<file path="src/hw/rtl/lsal_pkg.sv">
// ----------------------------------------------------------------------------
// lsal_pkg: shared types and constants
// Request formats, gain step table and controller/datapath interface types.
// ----------------------------------------------------------------------------
package lsal_pkg;

  typedef struct packed {
    logic [15:0] red;
    logic [15:0] green;
    logic [15:0] blue;
    logic [15:0] clear;
  } in_req_t;

  typedef struct packed {
    logic               range_changed;
    logic [2:0]         gain_step;
    logic [5:0]         gain_multiplier;
    logic [9:0]         integration_ms;
    logic [15:0]        ir_level;
    logic [15:0]        red_comp;
    logic [15:0]        green_comp;
    logic [15:0]        blue_comp;
    logic signed [31:0] lux_q8;
    logic [27:0]        color_temp;
    logic               saturated;
    logic               divide_fault;
  } out_req_t;

  localparam logic CFG_ATIME_LONG  = 1'b0;
  localparam logic CFG_ATIME_SHORT = 1'b1;

  localparam int NUM_W = 44;  // divider dividend / quotient width
  localparam int DEN_W = 26;  // divider divisor width
  localparam int CNT_W = 6;

  localparam logic [2:0]  STEP_MAX = 3'd4;
  localparam logic [27:0] CT_MAX   = 28'hFFFFFFF;
  localparam logic [10:0] CT_OFS   = 11'd1391;

  typedef struct packed {
    logic accept;
    logic s1;
    logic s2;
    logic s3;
    logic div_start;
    logic div_sel_ct;
    logic lux_cap;
    logic ct_cap;
    logic load_out;
  } cmd_t;

  typedef struct packed {
    logic moved;
    logic div_done;
  } status_t;

  function automatic logic [5:0] gain_of(input logic [2:0] s);
    case (s)
      3'd0, 3'd1: gain_of = 6'd60;
      3'd2:       gain_of = 6'd16;
      3'd3:       gain_of = 6'd4;
      default:    gain_of = 6'd1;
    endcase
  endfunction

  // zero means no limit
  function automatic logic [15:0] high_of(input logic [2:0] s);
    case (s)
      3'd0:             high_of = 16'd20000;
      3'd1, 3'd2, 3'd3: high_of = 16'd63000;
      default:          high_of = 16'd0;
    endcase
  endfunction

  function automatic logic [15:0] low_of(input logic [2:0] s);
    case (s)
      3'd0:    low_of = 16'd0;
      3'd1:    low_of = 16'd4990;
      3'd2:    low_of = 16'd16790;
      default: low_of = 16'd15740;
    endcase
  endfunction

endpackage

</file>
<file path="src/hw/rtl/lsal_div.sv">
// ----------------------------------------------------------------------------
// lsal_div: serial restoring divider
// One quotient bit per cycle; done pulses when the quotient is ready.
// ----------------------------------------------------------------------------
module lsal_div (
  input  logic                          clk,
  input  logic                          rst,
  input  logic                          start,
  input  logic [lsal_pkg::NUM_W-1:0]    dividend,
  input  logic [lsal_pkg::DEN_W-1:0]    divisor,
  output logic                          done,
  output logic [lsal_pkg::NUM_W-1:0]    quotient
);

  logic                          busy;
  logic [lsal_pkg::CNT_W-1:0]    cnt;
  logic [lsal_pkg::DEN_W-1:0]    rem;
  logic [lsal_pkg::DEN_W-1:0]    dvs;
  logic [lsal_pkg::DEN_W:0]      trial;
  logic [lsal_pkg::DEN_W:0]      diff;

  assign trial = {rem, quotient[lsal_pkg::NUM_W-1]};
  assign diff  = trial - {1'b0, dvs};

  always_ff @(posedge clk) begin
    if (rst) begin
      busy <= 1'b0;
      done <= 1'b0;
      cnt  <= '0;
    end else begin
      done <= 1'b0;
      if (start) begin
        busy <= 1'b1;
        cnt  <= '0;
      end else if (busy) begin
        cnt <= cnt + 1'b1;
        if (cnt == lsal_pkg::CNT_W'(lsal_pkg::NUM_W - 1)) begin
          busy <= 1'b0;
          done <= 1'b1;
        end
      end
    end
  end

  always_ff @(posedge clk) begin
    if (start) begin
      rem      <= '0;
      dvs      <= divisor;
      quotient <= dividend;
    end else if (busy) begin
      if (!diff[lsal_pkg::DEN_W]) begin
        rem <= diff[lsal_pkg::DEN_W-1:0];
      end else begin
        rem <= trial[lsal_pkg::DEN_W-1:0];
      end
      quotient <= {quotient[lsal_pkg::NUM_W-2:0], ~diff[lsal_pkg::DEN_W]};
    end
  end

endmodule

</file>
<file path="src/hw/rtl/lsal_dp.sv">
// ----------------------------------------------------------------------------
// lsal_dp: datapath
// Range step, IR compensation, lux and color temperature arithmetic.
// ----------------------------------------------------------------------------
module lsal_dp (
  input  logic                clk,
  input  logic                rst,
  input  lsal_pkg::cmd_t      cmd,
  output lsal_pkg::status_t   sts,
  input  lsal_pkg::in_req_t   in_data,
  input  logic                cfg_we,
  input  logic                cfg_index,
  input  logic [7:0]          cfg_data,
  output lsal_pkg::out_req_t  out_data
);

  logic [7:0]  atime_long;
  logic [7:0]  atime_short;
  logic [2:0]  step_index;
  logic        reread_pending;
  logic        moved;

  logic [2:0]  s_cur;
  logic [2:0]  s_next;
  logic        mv_next;
  logic [15:0] hi_lim;
  logic [15:0] lo_lim;

  logic [15:0] r, g, b, c;

  // stage 1
  logic [17:0] sum;
  logic [16:0] ir_full;
  logic [15:0] ir_c;
  logic [8:0]  span;
  logic [11:0] ms12;
  logic [23:0] ms_prod;
  logic [9:0]  ms_c;
  logic [15:0] sat_lim;
  logic [15:0] sat75;
  logic [15:0] ir, rc, gc, bc;
  logic [9:0]  ms;
  logic [5:0]  gain;
  logic        sat_flag;

  // stage 2
  logic [26:0] pos_c;
  logic [26:0] neg_c;
  logic [26:0] absd;
  logic        negative;
  logic [15:0] msg;
  logic [27:0] ct_num;

  // stage 3
  logic [lsal_pkg::NUM_W-1:0] lux_num;
  logic [lsal_pkg::DEN_W-1:0] den;
  logic [lsal_pkg::DEN_W-1:0] den_c;

  logic [lsal_pkg::NUM_W-1:0] div_q;
  logic [lsal_pkg::NUM_W-1:0] div_n;
  logic [lsal_pkg::DEN_W-1:0] div_d;

  logic signed [31:0] lux;
  logic [27:0]        ct;
  logic [lsal_pkg::NUM_W:0] ct_sum;

  always_ff @(posedge clk) begin
    if (rst) begin
      atime_long  <= 8'd0;
      atime_short <= 8'd192;
    end else if (cfg_we) begin
      case (cfg_index)
        lsal_pkg::CFG_ATIME_LONG:  atime_long  <= cfg_data;
        lsal_pkg::CFG_ATIME_SHORT: atime_short <= cfg_data;
        default: ;
      endcase
    end
  end

  // range check on the incoming clear count
  always_comb begin
    s_cur   = (step_index > lsal_pkg::STEP_MAX) ? lsal_pkg::STEP_MAX : step_index;
    hi_lim  = lsal_pkg::high_of(s_cur);
    lo_lim  = lsal_pkg::low_of(s_cur);
    s_next  = s_cur;
    mv_next = 1'b0;
    if (!reread_pending) begin
      if (hi_lim != 16'd0 && in_data.clear > hi_lim) begin
        s_next  = s_cur + 3'd1;
        mv_next = 1'b1;
      end else if (lo_lim != 16'd0 && in_data.clear < lo_lim) begin
        s_next  = s_cur - 3'd1;
        mv_next = 1'b1;
      end
    end
  end

  always_ff @(posedge clk) begin
    if (rst) begin
      step_index     <= 3'd0;
      reread_pending <= 1'b0;
      moved          <= 1'b0;
    end else if (cmd.accept) begin
      step_index     <= s_next;
      reread_pending <= mv_next;
      moved          <= mv_next;
    end
  end

  always_ff @(posedge clk) begin
    if (cmd.accept) begin
      r <= in_data.red;
      g <= in_data.green;
      b <= in_data.blue;
      c <= in_data.clear;
    end
  end

  assign sts.moved = moved;

  always_comb begin
    sum     = {2'b0, r} + {2'b0, g} + {2'b0, b};
    ir_full = (sum > {2'b0, c}) ? 17'((sum - {2'b0, c}) >> 1) : 17'd0;
    ir_c    = ir_full[16] ? 16'hFFFF : ir_full[15:0];
    span    = 9'd256 - {1'b0, (step_index == 3'd0) ? atime_long : atime_short};
    ms12    = 12'({3'b0, span} * 12'd12);
    // divide by 5 via reciprocal, exact for 12-bit operands
    ms_prod = {12'b0, ms12} * 24'd3277;
    ms_c    = ms_prod[23:14];
    sat_lim = (span > 9'd63) ? 16'hFFFF : {span[5:0], 10'b0};
    sat75   = sat_lim - (sat_lim >> 2);
  end

  always_ff @(posedge clk) begin
    if (cmd.s1) begin
      ir       <= ir_c;
      rc       <= r - ir_c;
      gc       <= g - ir_c;
      bc       <= b - ir_c;
      ms       <= ms_c;
      gain     <= lsal_pkg::gain_of(step_index);
      sat_flag <= (ms_c < 10'd150) && (c > sat75);
    end
  end

  always_comb begin
    pos_c = 27'({11'b0, rc} * 27'd136) + 27'({11'b0, gc} * 27'd1000);
    neg_c = 27'({11'b0, bc} * 27'd444);
  end

  always_ff @(posedge clk) begin
    if (cmd.s2) begin
      negative <= pos_c < neg_c;
      absd     <= (pos_c < neg_c) ? (neg_c - pos_c) : (pos_c - neg_c);
      msg      <= 16'({6'b0, ms} * {10'b0, gain});
      ct_num   <= 28'({12'b0, bc} * 28'd3810);
    end
  end

  always_comb begin
    den_c = lsal_pkg::DEN_W'({10'b0, msg} * 26'd1000);
    if (den_c == '0) begin
      den_c = lsal_pkg::DEN_W'(1);
    end
  end

  always_ff @(posedge clk) begin
    if (cmd.s3) begin
      lux_num <= lsal_pkg::NUM_W'({17'b0, absd} * 44'd79360);
      den     <= den_c;
    end
  end

  assign div_n = cmd.div_sel_ct ? lsal_pkg::NUM_W'(ct_num) : lux_num;
  assign div_d = cmd.div_sel_ct ? lsal_pkg::DEN_W'(rc) : den;

  lsal_div u_div (
    .clk      (clk),
    .rst      (rst),
    .start    (cmd.div_start),
    .dividend (div_n),
    .divisor  (div_d),
    .done     (sts.div_done),
    .quotient (div_q)
  );

  assign ct_sum = {1'b0, div_q} + (lsal_pkg::NUM_W + 1)'(lsal_pkg::CT_OFS);

  always_ff @(posedge clk) begin
    if (cmd.lux_cap) begin
      if (!negative) begin
        lux <= (div_q > 44'h0007FFFFFFF) ? 32'sh7FFFFFFF : div_q[31:0];
      end else begin
        lux <= (div_q > 44'h00080000000) ? 32'sh80000000 : 32'(-div_q[31:0]);
      end
    end
    if (cmd.ct_cap) begin
      if (rc == 16'd0 || ct_sum > (lsal_pkg::NUM_W + 1)'(lsal_pkg::CT_MAX)) begin
        ct <= lsal_pkg::CT_MAX;
      end else begin
        ct <= ct_sum[27:0];
      end
    end
  end

  always_ff @(posedge clk) begin
    if (cmd.load_out) begin
      out_data.range_changed   <= moved;
      out_data.gain_step       <= step_index;
      out_data.gain_multiplier <= gain;
      out_data.integration_ms  <= ms;
      if (moved) begin
        out_data.ir_level     <= '0;
        out_data.red_comp     <= '0;
        out_data.green_comp   <= '0;
        out_data.blue_comp    <= '0;
        out_data.lux_q8       <= '0;
        out_data.color_temp   <= '0;
        out_data.saturated    <= 1'b0;
        out_data.divide_fault <= 1'b0;
      end else begin
        out_data.ir_level     <= ir;
        out_data.red_comp     <= rc;
        out_data.green_comp   <= gc;
        out_data.blue_comp    <= bc;
        out_data.lux_q8       <= lux;
        out_data.color_temp   <= ct;
        out_data.saturated    <= sat_flag;
        out_data.divide_fault <= (rc == 16'd0);
      end
    end
  end

endmodule

</file>
<file path="src/hw/rtl/lsal_ctrl.sv">
// ----------------------------------------------------------------------------
// lsal_ctrl: sequencing controller
// Steps one request through the datapath and owns the output valid.
// ----------------------------------------------------------------------------
module lsal_ctrl (
  input  logic               clk,
  input  logic               rst,
  input  logic               in_valid,
  output logic               in_ready,
  output logic               out_valid,
  input  logic               out_ready,
  input  lsal_pkg::status_t  sts,
  output lsal_pkg::cmd_t     cmd
);

  localparam logic [3:0] ST_IDLE     = 4'd0;
  localparam logic [3:0] ST_S1       = 4'd1;
  localparam logic [3:0] ST_S2       = 4'd2;
  localparam logic [3:0] ST_S3       = 4'd3;
  localparam logic [3:0] ST_LUX_GO   = 4'd4;
  localparam logic [3:0] ST_LUX_WAIT = 4'd5;
  localparam logic [3:0] ST_CT_GO    = 4'd6;
  localparam logic [3:0] ST_CT_WAIT  = 4'd7;
  localparam logic [3:0] ST_FIN      = 4'd8;

  logic [3:0] state;
  logic [3:0] state_next;
  logic       out_free;

  assign in_ready = (state == ST_IDLE);
  assign out_free = !out_valid || out_ready;

  always_comb begin
    state_next = state;
    cmd        = '0;
    case (state)
      ST_IDLE: begin
        cmd.accept = in_valid;
        if (in_valid) state_next = ST_S1;
      end
      ST_S1: begin
        cmd.s1     = 1'b1;
        state_next = sts.moved ? ST_FIN : ST_S2;
      end
      ST_S2: begin
        cmd.s2     = 1'b1;
        state_next = ST_S3;
      end
      ST_S3: begin
        cmd.s3     = 1'b1;
        state_next = ST_LUX_GO;
      end
      ST_LUX_GO: begin
        cmd.div_start = 1'b1;
        state_next    = ST_LUX_WAIT;
      end
      ST_LUX_WAIT: begin
        cmd.lux_cap = sts.div_done;
        if (sts.div_done) state_next = ST_CT_GO;
      end
      ST_CT_GO: begin
        cmd.div_start  = 1'b1;
        cmd.div_sel_ct = 1'b1;
        state_next     = ST_CT_WAIT;
      end
      ST_CT_WAIT: begin
        cmd.ct_cap = sts.div_done;
        if (sts.div_done) state_next = ST_FIN;
      end
      ST_FIN: begin
        cmd.load_out = out_free;
        if (out_free) state_next = ST_IDLE;
      end
      default: state_next = ST_IDLE;
    endcase
  end

  always_ff @(posedge clk) begin
    if (rst) begin
      state     <= ST_IDLE;
      out_valid <= 1'b0;
    end else begin
      state <= state_next;
      if (cmd.load_out) begin
        out_valid <= 1'b1;
      end else if (out_ready) begin
        out_valid <= 1'b0;
      end
    end
  end

  a_accept_s1: assert property (@(posedge clk) disable iff (rst)
    in_valid && in_ready |=> state == ST_S1)
    else $error("accepted request did not enter stage 1");

  a_load_valid: assert property (@(posedge clk) disable iff (rst)
    cmd.load_out |=> out_valid)
    else $error("loaded result not presented");

  a_done_wait: assert property (@(posedge clk) disable iff (rst)
    sts.div_done |-> state == ST_LUX_WAIT || state == ST_CT_WAIT)
    else $error("divider finished outside a wait state");

endmodule

</file>
<file path="src/hw/rtl/light_sensor_autorange_lux.sv">
// ----------------------------------------------------------------------------
// light_sensor_autorange_lux: gain autorange with lux and CCT
// A request steps through S1, S2 and S3, then two passes of the shared serial
// divider (lux, then color temperature); if the range moves it skips from S1
// to the output. A new request is taken only after the last one is through,
// while the previous result may still wait in the output register.
// Reset (synchronous): gain step 0, no reread pending, atime registers 0/192.
// ----------------------------------------------------------------------------
module light_sensor_autorange_lux (
  input  logic                clk,
  input  logic                rst,
  input  logic                in_valid,
  output logic                in_ready,
  input  lsal_pkg::in_req_t   in_data,
  output logic                out_valid,
  input  logic                out_ready,
  output lsal_pkg::out_req_t  out_data,
  input  logic                cfg_valid,
  output logic                cfg_ready,
  input  logic                cfg_index,
  input  logic [7:0]          cfg_data
);

  lsal_pkg::cmd_t    cmd;
  lsal_pkg::status_t sts;

  assign cfg_ready = 1'b1;

  lsal_ctrl u_ctrl (
    .clk       (clk),
    .rst       (rst),
    .in_valid  (in_valid),
    .in_ready  (in_ready),
    .out_valid (out_valid),
    .out_ready (out_ready),
    .sts       (sts),
    .cmd       (cmd)
  );

  lsal_dp u_dp (
    .clk       (clk),
    .rst       (rst),
    .cmd       (cmd),
    .sts       (sts),
    .in_data   (in_data),
    .cfg_we    (cfg_valid && cfg_ready),
    .cfg_index (cfg_index),
    .cfg_data  (cfg_data),
    .out_data  (out_data)
  );

endmodule
</file>
<file path="config.mk">
export PLATFORM = sky130hd
export DESIGN_NAME = light_sensor_autorange_lux
export DESIGN_NICKNAME = d
export VERILOG_FILES = /design/src/hw/rtl/lsal_pkg.sv /design/src/hw/rtl/lsal_div.sv /design/src/hw/rtl/lsal_dp.sv /design/src/hw/rtl/lsal_ctrl.sv /design/src/hw/rtl/light_sensor_autorange_lux.sv
export SDC_FILE = /design/constraint.sdc
export NUM_CORES = 2
export LEC_CHECK = 0
export ABC_AREA = 1
export ABC_CLOCK_PERIOD_IN_PS = 10200
export BUFFER_PORTS_ARGS = -buffer_cell sky130_fd_sc_hd__buf_2
export CORE_MARGIN = 3
export CORE_UTILIZATION = 35
export DETAILED_ROUTE_END_ITERATION = 8
export HOLD_SLACK_MARGIN = 0.08
export SKIP_CTS_REPAIR_TIMING = 1
export SLEW_MARGIN = 20
export SYNTH_ARGS = -nofsm -noshare
export SYNTH_HDL_FRONTEND = slang
export SYNTH_SLANG_ARGS = --single-unit
</file>
<file path="constraint.sdc">
create_clock -name clk -period 10.2 [get_ports clk]
set_clock_uncertainty 0.05 [all_clocks]
set_input_delay 1.53 -clock clk [delete_from_list [all_inputs] [get_ports clk]]
set_output_delay 1.53 -clock clk [all_outputs]
set_load 0.05 [all_outputs]
</file>
==> flow_metrics.env <==
export IMPL_critical_path_top_delay_family="compound AO/OA/AOI/OAI gates"
export IMPL_critPathMostFrequentCell="nand2_1"
export IMPL_initial_core_util_pct=35.4
export IMPL_cts_tree="built"
export IMPL_die_height_um=393
export IMPL_dpl_hpwl_mm=109
export IMPL_netlist_instances=5748
export IMPL_slew_headroom_pct=27.5
export IMPL_cp_start_kind="register"
export IMPL_die_area_mm2=0.155
export IMPL_arrival_ns=9.11
export IMPL_dr_total_vias=39100
export IMPL_grt_pass1_wl_mm=214
export IMPL_rows=141
export IMPL_grt_usage_pct=17.4
export IMPL_clock_sinks=601
export IMPL_grt_overflow_total=0
export IMPL_ys_async_sr_fraction_pct=0
export IMPL_port_buffers=224
export IMPL_yosysWarnings=0
export IMPL_routed_wl_mm=134
export IMPL_ant_nets=0
export IMPL_synth_compound_area_share_pct=9.81
export IMPL_status="finished, final reports clean"
export IMPL_antenna_found_initial=3
export IMPL_firstDrtPassIters=5
export IMPL_yosys_area_share_simple_pct=14.5
export IMPL_worstMarginPinSlew_ns=1.08
export IMPL_end_kind="register"
export IMPL_max_freq_mhz=115
export IMPL_pin_count=227
export IMPL_core_area_mm2=0.148
export IMPL_drv_cap=0
export IMPL_synth_top_flop_cell="edfxtp_1"
export IMPL_drive_gt1_share_pct=7.48
export IMPL_synth_seq_cells=601
export IMPL_clk_pin_slew_worst_paths_ns=0.07
export IMPL_drt_iter0_drc=2335
export IMPL_area_delta_synth_final_pct=11.2
export IMPL_synth_top_family_by_area="adder cells"
export IMPL_hold_viol_final=0
export IMPL_clock_latency_ns=0.70
export IMPL_clockBufferDepth=3
export IMPL_cp_max_fo=20
export IMPL_drt_drc_violations_left=0
export IMPL_setup_tns_final_ns=0
export IMPL_fin_crit_ns=8.72
export IMPL_synth_edff_count=542
export IMPL_cp_num_buf_inv=2
export IMPL_synth_xor_area_share_pct=5.56
export IMPL_htree_levels=3
export IMPL_postSynthNetCount=6829
export IMPL_finalMaxSlewViolations=0
export IMPL_finalWeightedCongestion=0.942
export IMPL_critPathKind="register to register"
export IMPL_rsz0062_at_grt="no"
export IMPL_fin_crit_sh_pct=85.4
export IMPL_synth_adder_area_share_pct=28.7
export IMPL_finalSetupViolCount=0
export IMPL_synth_area_mux_share_pct=0
export IMPL_grt_start_max_net_pins=88
export IMPL_syn_area_mm2=0.0525
export IMPL_finish_net_count=7057
export IMPL_cpPeakStageDelay_ns=0.79
export IMPL_ys_types=62
export IMPL_wl_per_cell_um=16.7
export IMPL_multi_input_area_mm2=0.0308
export IMPL_grt_pass1_vias=39700
export IMPL_crit_path_top_delay_cell="nand3_1"
export IMPL_register_area_mm2=0.0175
export IMPL_cts_root_buf="clkbuf_16"
export IMPL_cts_buffers=75
export IMPL_fp_dieW_um=393
export IMPL_cp_required_ns=10.60
export IMPL_synth_seq_area_share_pct=33.3
export IMPL_fill_cells=14800
export IMPL_viasPerCell=4.86
export IMPL_syn_avg_cell_area_um2=9.13
export IMPL_hp_class="register to register"
## state kept, by name, summed over array words and instances, names as in the netlist, 24 cells and up
| register | cells |
|---|---|
| u_dp.out_data | 144 |
| u_dp.u_div.quotient | 44 |
| u_dp.ct | 28 |
| u_dp.lux_num | 33 |
| u_dp.lux | 32 |
| u_dp.ct_num | 27 |
| u_dp.den | 24 |
| u_dp.absd | 24 |
| u_dp.u_div.dvs | 26 |
| u_dp.u_div.rem | 26 |
## tightest hold or removal path: cells and delay by family (launching register included)
| family | cells | cell delay [ns] |
|---|---|---|
| buf+inv | 1 | 0.06 |
| compound gates | 1 | 0.05 |
| flops | 1 | 0.30 |
## routing by layer
| layer | track usage, % | wire length [um] | up-vias |
|---|---|---|---|
| met5 | 0 | 0 | - |
| met4 | 5.29 | 3950 | 0 |
| met3 | 2.61 | 6220 | 181 |
| met2 | 30.1 | 64300 | 823 |
| met1 | 22.5 | 59600 | 18500 |
| li1 | - | - | 19600 |
## kinds of logic after synthesis
kind of cell | after synthesis
other cells | 2
flops | 601
compound gates | 919
xor+xnor | 332
simple gates | 1781
fa+ha+maj | 1003
buf+inv | 1110
## cell usage in the layout, fill, tap and decap left out, types with 14 or more instances in the layout
cell / count
xnor2_1: 91
inv_1: 1006
xor2_1: 240
nor4_1: 26
clkinv_1: 14
o21ai_0: 315
nand3_1: 205
nand2_1: 879
dfxtp_1: 58
clkbuf_16: 78
nand3_2: 16
edfxtp_1: 542
a21oi_1: 383
ha_1: 668
o31ai_1: 17
o21bai_1: 20
o211ai_1: 15
fa_1: 335
buf_2: 224
o22ai_1: 17
nor2_1: 450
nor3_1: 56
buf_4: 16
nand4_1: 73
a21o_1: 26
a31oi_1: 28
o221ai_1: 20
## Yosys cell counts (11+ instances only)
master	instances	area [um2]
o21ai_1	12	60.1
nand2_1	880	3300
dfxtp_1	59	1180
inv_1	1007	3780
edfxtp_1	542	16300
nand4_1	73	457
o31ai_1	17	128
o211ai_1	15	113
clkbuf_1	64	240
o21a_1	13	97.6
a21oi_1	383	1920
a211oi_1	13	97.6
o21ai_0	315	1580
buf_2	11	55.1
xor2_1	240	2100
nor3_1	57	285
xnor2_1	91	797
nand3_1	205	1030
a31oi_1	28	175
nor2_1	458	1720
fa_1	335	6710
nand3_2	16	160
o22ai_1	17	106
nor4_1	26	163
nand2_2	12	75.1
a21o_1	26	195
nand3b_1	13	97.6
inv_2	12	45.0
o21bai_1	20	150
ha_1	668	8360
o221ai_1	20	175
## layout make-up
class | count | share of cell area [%]
diodes | 1 | 0.00429
clock buffers | 85 | 3.42
clock inverters | 48 | 0.868
inverters | 1021 | 6.57
multi-input cells | 4037 | 52.8
flip-flops and latches | 601 | 29.9
well taps | 2002 | 4.29
repair buffers | 240 | 2.13
## stage by stage
stage	instance area (um2)	std cells	setup slack, ns	utilization, %	hold slack [ns]
2_1_floorplan	52500	5748	1.94	-	0.356
3_3_place_gp	55900	7901	1.68	37.6	0.393
3_5_place_dp	55900	7901	1.50	37.6	0.399
4_1_cts	58400	8034	1.48	39.3	0.405
5_1_grt	58400	8034	0.674	39.3	0.441
6_report	58400	8035	1.48	39.3	0.402
## worst paths after layout
check                                                 startpoint                               end  slack (ns)  cells past startpoint
worst max-delay path                         u_dp.g[0]$_DFFE_PP_             u_dp.gc[12]$_DFFE_PN_        1.48                     36
worst min-delay path            u_dp.atime_short[1]$_SDFFE_PP0P_  u_dp.atime_short[1]$_SDFFE_PP0P_        0.40                      2
worst max register to register               u_dp.g[0]$_DFFE_PP_             u_dp.gc[12]$_DFFE_PN_        1.48                     36
worst min register to register  u_dp.atime_short[1]$_SDFFE_PP0P_  u_dp.atime_short[1]$_SDFFE_PP0P_        0.40                      2
Power is not shown: default switching activity piles up to over one toggle a cycle in this logic, so the estimate is an artifact.
